<file path="src/rtl/core/ght_pkg.sv">
// ----------------------------------------------------------------------------
// ght_pkg
// Types and constants shared by the generational handle table core.
// ----------------------------------------------------------------------------
`default_nettype none

package ght_pkg;

  localparam int unsigned SLOTS  = 1024;
  localparam int unsigned IDX_W  = $clog2(SLOTS);
  localparam int unsigned CNT_W  = IDX_W + 1;
  localparam int unsigned GEN_W  = 16;
  localparam int unsigned PAY_W  = 32;
  localparam int unsigned OP_W   = 2;
  localparam int unsigned STAT_W = 2;

  typedef enum logic [OP_W-1:0] {
    OP_ALLOC  = 2'd0,
    OP_FREE   = 2'd1,
    OP_LOOKUP = 2'd2,
    OP_CLEAR  = 2'd3
  } opcode_e;

  typedef enum logic [STAT_W-1:0] {
    STAT_OK      = 2'd0,
    STAT_INVALID = 2'd1,
    STAT_FULL    = 2'd2
  } status_e;

  typedef struct packed {
    logic capture;
    logic commit;
  } ght_cmd_t;

endpackage

`default_nettype wire

</file>
<file path="src/rtl/core/ght_ctrl.sv">
// ----------------------------------------------------------------------------
// ght_ctrl
// Request sequencer: capture an item, then commit it into the output register.
// ----------------------------------------------------------------------------
`default_nettype none

module ght_ctrl
  import ght_pkg::*;
(
  input  wire logic clk_i,
  input  wire logic rst_ni,
  input  wire logic in_valid_i,
  output logic      in_ready_o,
  output logic      out_valid_o,
  input  wire logic out_ready_i,
  output ght_cmd_t  cmd_o
);

  typedef enum logic [1:0] {
    S_IDLE = 2'b01,
    S_EXEC = 2'b10
  } state_e;

  state_e state_q, state_d;
  logic   out_valid_q, out_valid_d;
  logic   slot_free;

  assign slot_free   = !out_valid_q || out_ready_i;
  assign in_ready_o  = (state_q == S_IDLE);
  assign cmd_o       = '{capture: in_valid_i && in_ready_o,
                         commit:  (state_q == S_EXEC) && slot_free};
  assign out_valid_o = out_valid_q;

  always_comb begin
    state_d = state_q;
    case (state_q)
      S_IDLE: begin
        if (cmd_o.capture) begin
          state_d = S_EXEC;
        end
      end
      S_EXEC: begin
        if (slot_free) begin
          state_d = S_IDLE;
        end
      end
      default: begin
        state_d = S_IDLE;
      end
    endcase
  end

  always_comb begin
    out_valid_d = out_valid_q;
    if (cmd_o.commit) begin
      out_valid_d = 1'b1;
    end else if (out_ready_i) begin
      out_valid_d = 1'b0;
    end
  end

  always_ff @(posedge clk_i or negedge rst_ni) begin
    if (!rst_ni) begin
      state_q     <= S_IDLE;
      out_valid_q <= 1'b0;
    end else begin
      state_q     <= state_d;
      out_valid_q <= out_valid_d;
    end
  end

endmodule

`default_nettype wire

</file>
<file path="config.mk">
export PLATFORM = sky130hd
export DESIGN_NAME = ght_ctrl
export DESIGN_NICKNAME = d
export VERILOG_FILES = /design/src/rtl/core/ght_pkg.sv /design/src/rtl/core/ght_ctrl.sv
export SDC_FILE = /design/constraint.sdc
export NUM_CORES = 1
export LEC_CHECK = 0
export ABC_AREA = 0
export BUFFER_PORTS_ARGS = -buffer_cell sky130_fd_sc_hd__buf_2
export CAP_MARGIN = 10
export CELL_PAD_IN_SITES_DETAIL_PLACEMENT = 1
export CELL_PAD_IN_SITES_GLOBAL_PLACEMENT = 1
export CORE_AREA = 2 2 39 41
export CTS_BUF_LIST = sky130_fd_sc_hd__clkbuf_8
export DETAILED_ROUTE_END_ITERATION = 8
export DIE_AREA = 0 0 41 43
export HOLD_SLACK_MARGIN = 0.08
export PLACE_DENSITY_LB_ADDON = 0.3
export SLEW_MARGIN = 20
export SYNTH_ARGS = -nofsm -noshare
export SYNTH_HDL_FRONTEND = slang
export SYNTH_SLANG_ARGS = --single-unit
</file>
<file path="constraint.sdc">
create_clock -name clk_i -period 1.1 [get_ports clk_i]
set_input_delay 0.055 -clock clk_i [delete_from_list [all_inputs] [get_ports clk_i]]
set_output_delay 0.055 -clock clk_i [all_outputs]
set_load 0.05 [all_outputs]
</file>
==> results of run 1 <==
## sequential cells by signal, indices dropped and copies added, names as in the netlist
signal and count:
state_q 2, out_valid_o 1
## cells by family (layout without fill, tap and decap cells)
kind of cell,Yosys count,count (layout),share of synthesized area [%]
and+or+nand+nor,6,6,27.3
DFF,3,3,55.5
AOI/OAI and AO/OA,2,2,11.8
buffers and inverters,1,16,5.46
## placed cells by master, fill, tap and decap left out, drive strengths merged
cell type	instances
buf	10
clkbuf	3
nand2b	2
nor2b	2
dlygate4sd3	2
dfrtp	2
and3b	1
o21bai	1
a2bb2oi	1
nand2	1
inv	1
dfstp	1
## per-layer routing
metal | vias up | track usage, % | part of all wire [%]
met1 | 73 | 4.82 | 30
met3 | 2 | 3.14 | 5.2
met4 | 0 | 8.00 | 1.5
met5 | - | 0 | 0
met2 | 2 | 9.38 | 62
li1 | 68 | - | -
## cells in the mapped netlist, drive strengths merged
cell type  count  area [um2]
a2bb2oi        1        8.76
nor2b          2        12.5
o21bai         1        7.51
nand2b         2        12.5
dfstp          1        26.3
buf            1        7.51
nand2          1        3.75
dfrtp          2        50.1
and3b          1        8.76
## cell type report
| type | instances | area (um2) | share of cell area [%] |
|---|---|---|---|
| Multi-Input combinational cell | 8 | 85.1 | 25.9 |
| Clock buffer | 3 | 41.3 | 12.5 |
| Timing Repair Buffer | 12 | 100 | 30.4 |
| Clock inverter | 1 | 3.75 | 1.14 |
| Tap cell | 16 | 20.0 | 6.08 |
| Sequential cell | 3 | 78.8 | 24.0 |
## how the worst max path moves through the flow
stage | startpoint | to | slack [ns] | cells after the start
after floorplan | state_q[0]$_DFFE_PN1P_ | state_q[0]$_DFFE_PN1P_ | -0.12 | 2
after global placement | state_q[0]$_DFFE_PN1P_ | cmd_o[0] | 0.09 | 3
after detailed placement | state_q[0]$_DFFE_PN1P_ | cmd_o[0] | 0.08 | 3
after CTS | state_q[0]$_DFFE_PN1P_ | in_ready_o | -0.05 | 2
after global routing | state_q[0]$_DFFE_PN1P_ | cmd_o[1] | -0.08 | 2
final | state_q[0]$_DFFE_PN1P_ | cmd_o[1] | -0.05 | 2
## where the power goes
| part | internal (mW) | switching, mW | total [mW] |
|---|---|---|---|
| registers | 0.130 | 0.0163 | 0.146 |
| clock network | 0.237 | 0.0675 | 0.305 |
| logic | 0.0827 | 0.0980 | 0.181 |
## stage by stage
stage          cells  utilization (%)  setup TNS, ns
6_report          43             23.8         -0.106
5_1_grt           43             23.8         -0.184
4_1_cts           41             21.3         -0.137
3_5_place_dp      34             13.7              0
3_3_place_gp      34             13.7              0
2_1_floorplan     12                -         -0.115
## worst max-delay path, delay by kind of cell, from the launching register on
family / cells / cell delay (ns)
and+or+nand+nor: 1 / 0.21
DFF: 1 / 0.53
buffers and inverters: 1 / 0.15
## what timing repair did
item,4_1_cts,5_1_grt
hold buffers,2,0
hold endpoints to repair,4,0
endpoints found under the setup margin,3,4
resized for setup,9,4
buffers inserted,1,2
==> results.json, run 1 <==
{
  "clockBufferDepth": 2,
  "syn_avg_cell_area_um2": 11.5,
  "clock-sinks": 3,
  "peakVddDrop_v": 0.000509,
  "synth_seq_area_share_pct": 55.5,
  "cap_violations": 0,
  "vias": 145,
  "synthesis.area_um2": 138,
  "grt.overflow.total": 0,
  "critPathCaptureType": "output pin",
  "power_density_nw_per_um2": 1920,
  "n_fill_cell": 160,
  "tightest_slew_ns": 0.249,
  "placeableCoreArea_um2": 1380,
  "clock_skew_ns": 0.000177,
  "cp_slowest_cell": "dfstp_2",
  "yosys.cell_types.count": 9,
  "setup_slack_ns": -0.0535,
  "hold_class": "in2reg",
  "fin_crit_ns": 1.15,
  "gr-usage-all-layers_pct": 6.33,
  "status": "finished, violations left",
  "syn_inst": 12,
  "clk_latency_ns": 0.21,
  "cts_tree": "done",
  "nets": 32,
  "reg2reg_to": "state_q[1]$_DFFE_PN0P_",
  "n_antenna_cell": 0,
  "wl_um": 402,
  "via_per_inst": 3.37,
  "postRouteAntennaNets": 0,
  "numCtsBuffers": 3,
  "power_mw": 0.632,
  "place_congestion": 0.619,
  "rsz0062_at_grt": "true",
  "p_leak_nw": 0.172,
  "synth_warnings": 0,
  "die_h_um": 43,
  "initial_core_util_pct": 9.95,
  "r2r_slack_ns": 0.05,
  "dieArea_um2": 1760,
  "violations": "setup timing",
  "fin_crit_sh_pct": 105,
  "htreeDepth": 1,
  "max_stage_delay_ns": 0.53,
  "drive_gt1_share_pct": 77.8,
  "grt_max_degree": 5,
  "syn-num-nets": 16,
  "path_class": "reg2out",
  "cts-root-buf": "clkbuf_8",
  "ios": 8,
  "syn_to_final_growth_pct": 139,
  "grt_pass1_vias": 160,
  "max_freq_mhz": 867,
  "fin_area_um2": 329,
  "wl_per_cell_um": 9.35,
  "setup_violations": 3,
  "cp_max_fo": 3,
  "ys_seq_elements": 3,
  "r2r_cells": 3,
  "worstPathCellList": "and3b_2 > buf_8",
  "hold_viol_final": 0,
  "antenna_found_initial": 0,
  "cp-start-kind": "flip-flop",
  "drc": 0,
  "post-place-ws_ns": 0.0788,
  "crit-reg2reg-launch": "state_q[1]$_DFFE_PN0P_",
  "drt_iter0_drc": 1,
  "dr.pass1.iters": 2,
  "grt_pass1_wl_um": 662,
  "final_max_slew_viol_count": 0,
  "worstHoldPathCells": 3,
  "maxSlewHeadroom_pct": 83.5,
  "critPathRequiredTime_ns": 1.04,
  "arrival_ns": 1.10,
  "hold_ws_ns": 0.128,
  "row_count": 14,
  "hp-start": "out_ready_i",
  "clk_pin_slew_ns": 0.03,
  "io_buffers": 7,
  "holdPathEnd": "out_valid_o$_DFFE_PN0P_",
  "dieWidth_um": 41,
  "place_area_um2": 190
}
Note: power is estimated with default switching activity, not from simulation.
==> run 2, diff against run 1 <==
--- a/config.mk
+++ b/config.mk
@@ -16,6 +16,7 @@
 export DIE_AREA = 0 0 41 43
 export HOLD_SLACK_MARGIN = 0.08
 export PLACE_DENSITY_LB_ADDON = 0.3
+export RECOVER_POWER = 100
 export SLEW_MARGIN = 20
 export SYNTH_ARGS = -nofsm -noshare
 export SYNTH_HDL_FRONTEND = slang
==> results.json, run 2 (synthesized netlist as in run 1, its figures left out) <==
{
  "violations": "setup timing",
  "htreeDepth": 1,
  "drive_gt1_share_pct": 74.1,
  "fin_crit_sh_pct": 105,
  "place_area_um2": 190,
  "drc": 0,
  "final_max_slew_viol_count": 0,
  "nets": 32,
  "setup_violations": 3,
  "max_stage_delay_ns": 0.53,
  "die_h_um": 43,
  "post-place-ws_ns": 0.0788,
  "hold_ws_ns": 0.128,
  "hold_viol_final": 0,
  "grt_max_degree": 5,
  "cts_tree": "done",
  "hold_class": "in2reg",
  "grt_pass1_vias": 160,
  "clk_latency_ns": 0.21,
  "dp.cells": 34,
  "power_mw": 0.631,
  "layout_common_cells": "clkbuf_8 (3), buf_4 (3)",
  "wl_per_cell_um": 9.28,
  "cts-root-buf": "clkbuf_8",
  "critPathCaptureType": "output pin",
  "path_class": "reg2out",
  "grt_pass1_wl_um": 662,
  "dieWidth_um": 41,
  "placeableCoreArea_um2": 1380,
  "drt_iter0_drc": 1,
  "wl_um": 399,
  "via_per_inst": 3.40,
  "final_cells": 43,
  "rsz0062_at_grt": "true",
  "grt.overflow.total": 0,
  "max_freq_mhz": 867,
  "ios": 8,
  "top_register": "state_q",
  "p_leak_nw": 0.169,
  "postRouteAntennaNets": 0,
  "place_congestion": 0.619,
  "arrival_ns": 1.10,
  "largest_register_ffs": 2,
  "crit_family": "flip-flops",
  "tightest_slew_ns": 0.277,
  "setup_slack_ns": -0.0535,
  "critPathBufInv": 1,
  "clock_skew_ns": 0.000177,
  "antenna_found_initial": 0,
  "worstPathCellList": "and3b_2 > buf_8",
  "cp-start-kind": "flip-flop",
  "vias": 146,
  "row_count": 14,
  "clockBufferDepth": 2,
  "critPathRequiredTime_ns": 1.04,
  "peakVddDrop_v": 0.000509,
  "gr-usage-all-layers_pct": 6.33,
  "maxSlewHeadroom_pct": 81.6,
  "power_density_nw_per_um2": 1930,
  "numCtsBuffers": 3,
  "clk_pin_slew_ns": 0.03,
  "dr.pass1.iters": 2,
  "dieArea_um2": 1760,
  "n_antenna_cell": 0,
  "io_buffers": 7,
  "fin_area_um2": 328,
  "cap_violations": 0,
  "cp_slowest_cell": "dfstp_2",
  "clock-sinks": 3,
  "cp_max_fo": 3,
  "initial_core_util_pct": 9.95,
  "syn_to_final_growth_pct": 138,
  "status": "finished, violations left",
  "fin_crit_ns": 1.15
}
==> run 2: cell count changes in the layout (fill, tap and decap cells not counted) <==
| cell | change |
|---|---|
| buf_2 | -2 |
| clkbuf_1 | +1 |
| clkbuf_2 | +1 |
==> run 2: final timing paths <==
| path | startpoint | to | slack (ns) | depth (start not counted) |
|---|---|---|---|---|
| hold / removal | out_ready_i | out_valid_o$_DFFE_PN0P_ | 0.13 | 3 |
| max in group asynchronous | rst_ni | state_q[0]$_DFFE_PN1P_ | 0.69 | 2 |
| hold reg to reg | out_valid_o$_DFFE_PN0P_ | out_valid_o$_DFFE_PN0P_ | 0.52 | 2 |
| setup / recovery | state_q[0]$_DFFE_PN1P_ | cmd_o[1] | -0.05 | 2 |
| setup reg to reg | state_q[1]$_DFFE_PN0P_ | state_q[1]$_DFFE_PN0P_ | 0.05 | 3 |
| min in group asynchronous | rst_ni | state_q[1]$_DFFE_PN0P_ | 0.18 | 2 |
==> run 2: worst min-delay path: cells and delay by family <==
family / cells / cell delay [ns]
buffers and inverters: 1 / 0.08
and+or+nand+nor: 2 / 0.16
==> run 2: stage by stage <==
stage	utilization, %	TNS, ns
finish	23.7	-0.106
floorplan	-	-0.115
detailed placement	13.7	0
CTS	21.3	-0.137
global placement	13.7	0
global route	23.7	-0.184
==> run 2: power by group <==
group	total (mW)	internal, mW	switching (mW)
Sequential	0.146	0.130	0.0165
Clock	0.305	0.237	0.0675
Combinational	0.180	0.0821	0.0981
Total	0.631	0.449	0.182
==> run 2: routing by layer <==
metal / track usage, % / vias up / part of all wire, %
met5: 0 / - / 0
met4: 8.00 / 0 / 1.5
met3: 3.14 / 2 / 5.3
met2: 9.38 / 2 / 63
met1: 4.82 / 74 / 30
li1: - / 68 / -
==> run 2: layout make-up <==
cell class / count / area (um2)
fillers: 161 / 1060
repair buffers: 12 / 98.8
multi-input cells: 8 / 85.1
flip-flops and latches: 3 / 78.8
clock buffers: 3 / 41.3
well taps: 16 / 20.0
clock inverters: 1 / 3.75
==> run 2: timing repair <==
item / 4_1_cts / 5_1_grt
setup endpoints to repair: 3 / 4
resized for setup: 9 / 4
cloned: 0 / 0
endpoints found under the hold margin: 4 / 0
hold buffers: 2 / 0
buffers inserted: 1 / 2
==> run 3, diff against run 2 <==
--- a/config.mk
+++ b/config.mk
@@ -15,7 +15,7 @@
 export DETAILED_ROUTE_END_ITERATION = 8
 export DIE_AREA = 0 0 41 43
 export HOLD_SLACK_MARGIN = 0.08
-export PLACE_DENSITY_LB_ADDON = 0.3
+export PLACE_DENSITY = 0.36
 export RECOVER_POWER = 100
 export SLEW_MARGIN = 20
 export SYNTH_ARGS = -nofsm -noshare
==> results.json, run 3 (synthesized netlist as in run 1, its figures left out) <==
{
  "reg2reg_to": "state_q[0]$_DFFE_PN1P_",
  "io_buffers": 7,
  "grt_pass1_vias": 159,
  "critPathRequiredTime_ns": 1.04,
  "tightest_slew_ns": 0.275,
  "wl_per_cell_um": 8.64,
  "hold_viol_final": 0,
  "max_freq_mhz": 868,
  "die_h_um": 43,
  "p_leak_nw": 0.144,
  "grt_pass1_wl_um": 614,
  "n_antenna_cell": 0,
  "critPathCaptureType": "output pin",
  "placeableCoreArea_um2": 1380,
  "row_count": 14,
  "clockBufferDepth": 2,
  "arrival_ns": 1.10,
  "cp_slowest_cell": "dfstp_2",
  "path_class": "reg2out",
  "top_register": "state_q",
  "wl_um": 363,
  "cts_tree": "done",
  "cts-root-buf": "clkbuf_8",
  "cp_max_fo": 3,
  "nets": 31,
  "clock_skew_ns": 0.00105,
  "setup_violations": 3,
  "dieArea_um2": 1760,
  "final_max_slew_viol_count": 0,
  "setup_slack_ns": -0.0518,
  "antenna_found_initial": 0,
  "numCtsBuffers": 3,
  "place_congestion": 0.540,
  "power_mw": 0.608,
  "initial_core_util_pct": 9.95,
  "status": "finished, violations left",
  "power_density_nw_per_um2": 2040,
  "postRouteAntennaNets": 0,
  "layout_commonest_cell": "clkbuf_8",
  "drive_gt1_share_pct": 61.5,
  "drc": 0,
  "grt_max_degree": 4,
  "clock-sinks": 3,
  "vias": 130,
  "htreeDepth": 1,
  "path_depth": 2,
  "fin_crit_ns": 1.15,
  "drt_iter0_drc": 0,
  "post-route-util_pct": 21.5,
  "startpoint": "state_q[0]$_DFFE_PN1P_",
  "clk_pin_slew_ns": 0.03,
  "cap_violations": 0,
  "syn_to_final_growth_pct": 116,
  "largest_register_ffs": 2,
  "via_per_inst": 3.10,
  "max_stage_delay_ns": 0.52,
  "post-place-ws_ns": 0.0962,
  "maxSlewHeadroom_pct": 81.8,
  "worstPathCellList": "and3b_2 > buf_8",
  "grt.overflow.total": 0,
  "hold_class": "in2async",
  "r2r_cells": 3,
  "crit-reg2reg-launch": "state_q[0]$_DFFE_PN1P_",
  "gr-usage-all-layers_pct": 6.14,
  "crit_family": "flip-flops",
  "dieWidth_um": 41,
  "peakVddDrop_v": 0.000688,
  "violations": "setup timing",
  "fin_crit_sh_pct": 105,
  "rsz0062_at_grt": "true",
  "ios": 8,
  "cp-start-kind": "flip-flop",
  "r2r_slack_ns": 0.05,
  "critPathBufInv": 1,
  "dr.pass1.iters": 1,
  "clk_latency_ns": 0.21
}
[run 3: cell count changes in the layout (fill, tap and decap cells not counted)]
cell	previous run	this run
buf_4	3	1
nor2b_2	0	2
nor2b_4	2	0
clkbuf_1	1	2
dfrtp_1	0	1
dfrtp_2	2	1
nand2b_1	0	1
nand2b_4	2	1
[run 3: worst max-delay path by stage]
stage                                  end
floorplan           state_q[0]$_DFFE_PN1P_
global placement                  cmd_o[1]
detailed placement                cmd_o[1]
CTS                               cmd_o[1]
global route                      cmd_o[1]
finish                            cmd_o[1]
[run 3: final cells by class]
cell class	instances	area, um2
Multi-Input combinational cell	8	67.6
Clock inverter	1	3.75
Tap cell	16	20.0
Fill cell	158	1090
Timing Repair Buffer	11	87.6
Sequential cell	3	77.6
Clock buffer	3	41.3
[run 3: repair_timing]
item                                   CTS  global route
setup endpoints to repair                3             3
resized for setup                        8             1
setup buffers                            1             0
hold buffers                             2             0
endpoints found under the hold margin    4             0
[run 3: metal layers]
metal  global-route usage [%]  vias up  part of all wire [%]
met5                        0        -                     0
met3                     4.71        0                   9.4
li1                         -       66                     -
met2                     6.25        6                    44
met1                     6.47       58                    46
met4                     8.00        0                     0
[run 3: report_power, final]
part | switching (mW) | internal [mW]
sequential | 0.0115 | 0.129
clock | 0.0696 | 0.237
combinational | 0.0944 | 0.0667
total | 0.176 | 0.433
[run 3: worst reg2reg max path, stage by stage (launching register included)]
cell and delay, ns:
dfstp_2 0.52, nand2b_4 0.12, clkbuf_1 0.14, a2bb2oi_1 0.18
[run 3: metrics by stage]
| stage | TNS (ns) | hold slack, ns | cells | cell area, um2 |
|---|---|---|---|---|
| floorplan | -0.115 | -0.241 | 12 | 143 |
| global placement | 0 | -0.150 | 35 | 198 |
| detailed placement | 0 | -0.146 | 35 | 198 |
| CTS | -0.104 | 0.158 | 42 | 299 |
| global route | -0.239 | 0.200 | 42 | 298 |
| finish | -0.0835 | 0.178 | 42 | 298 |
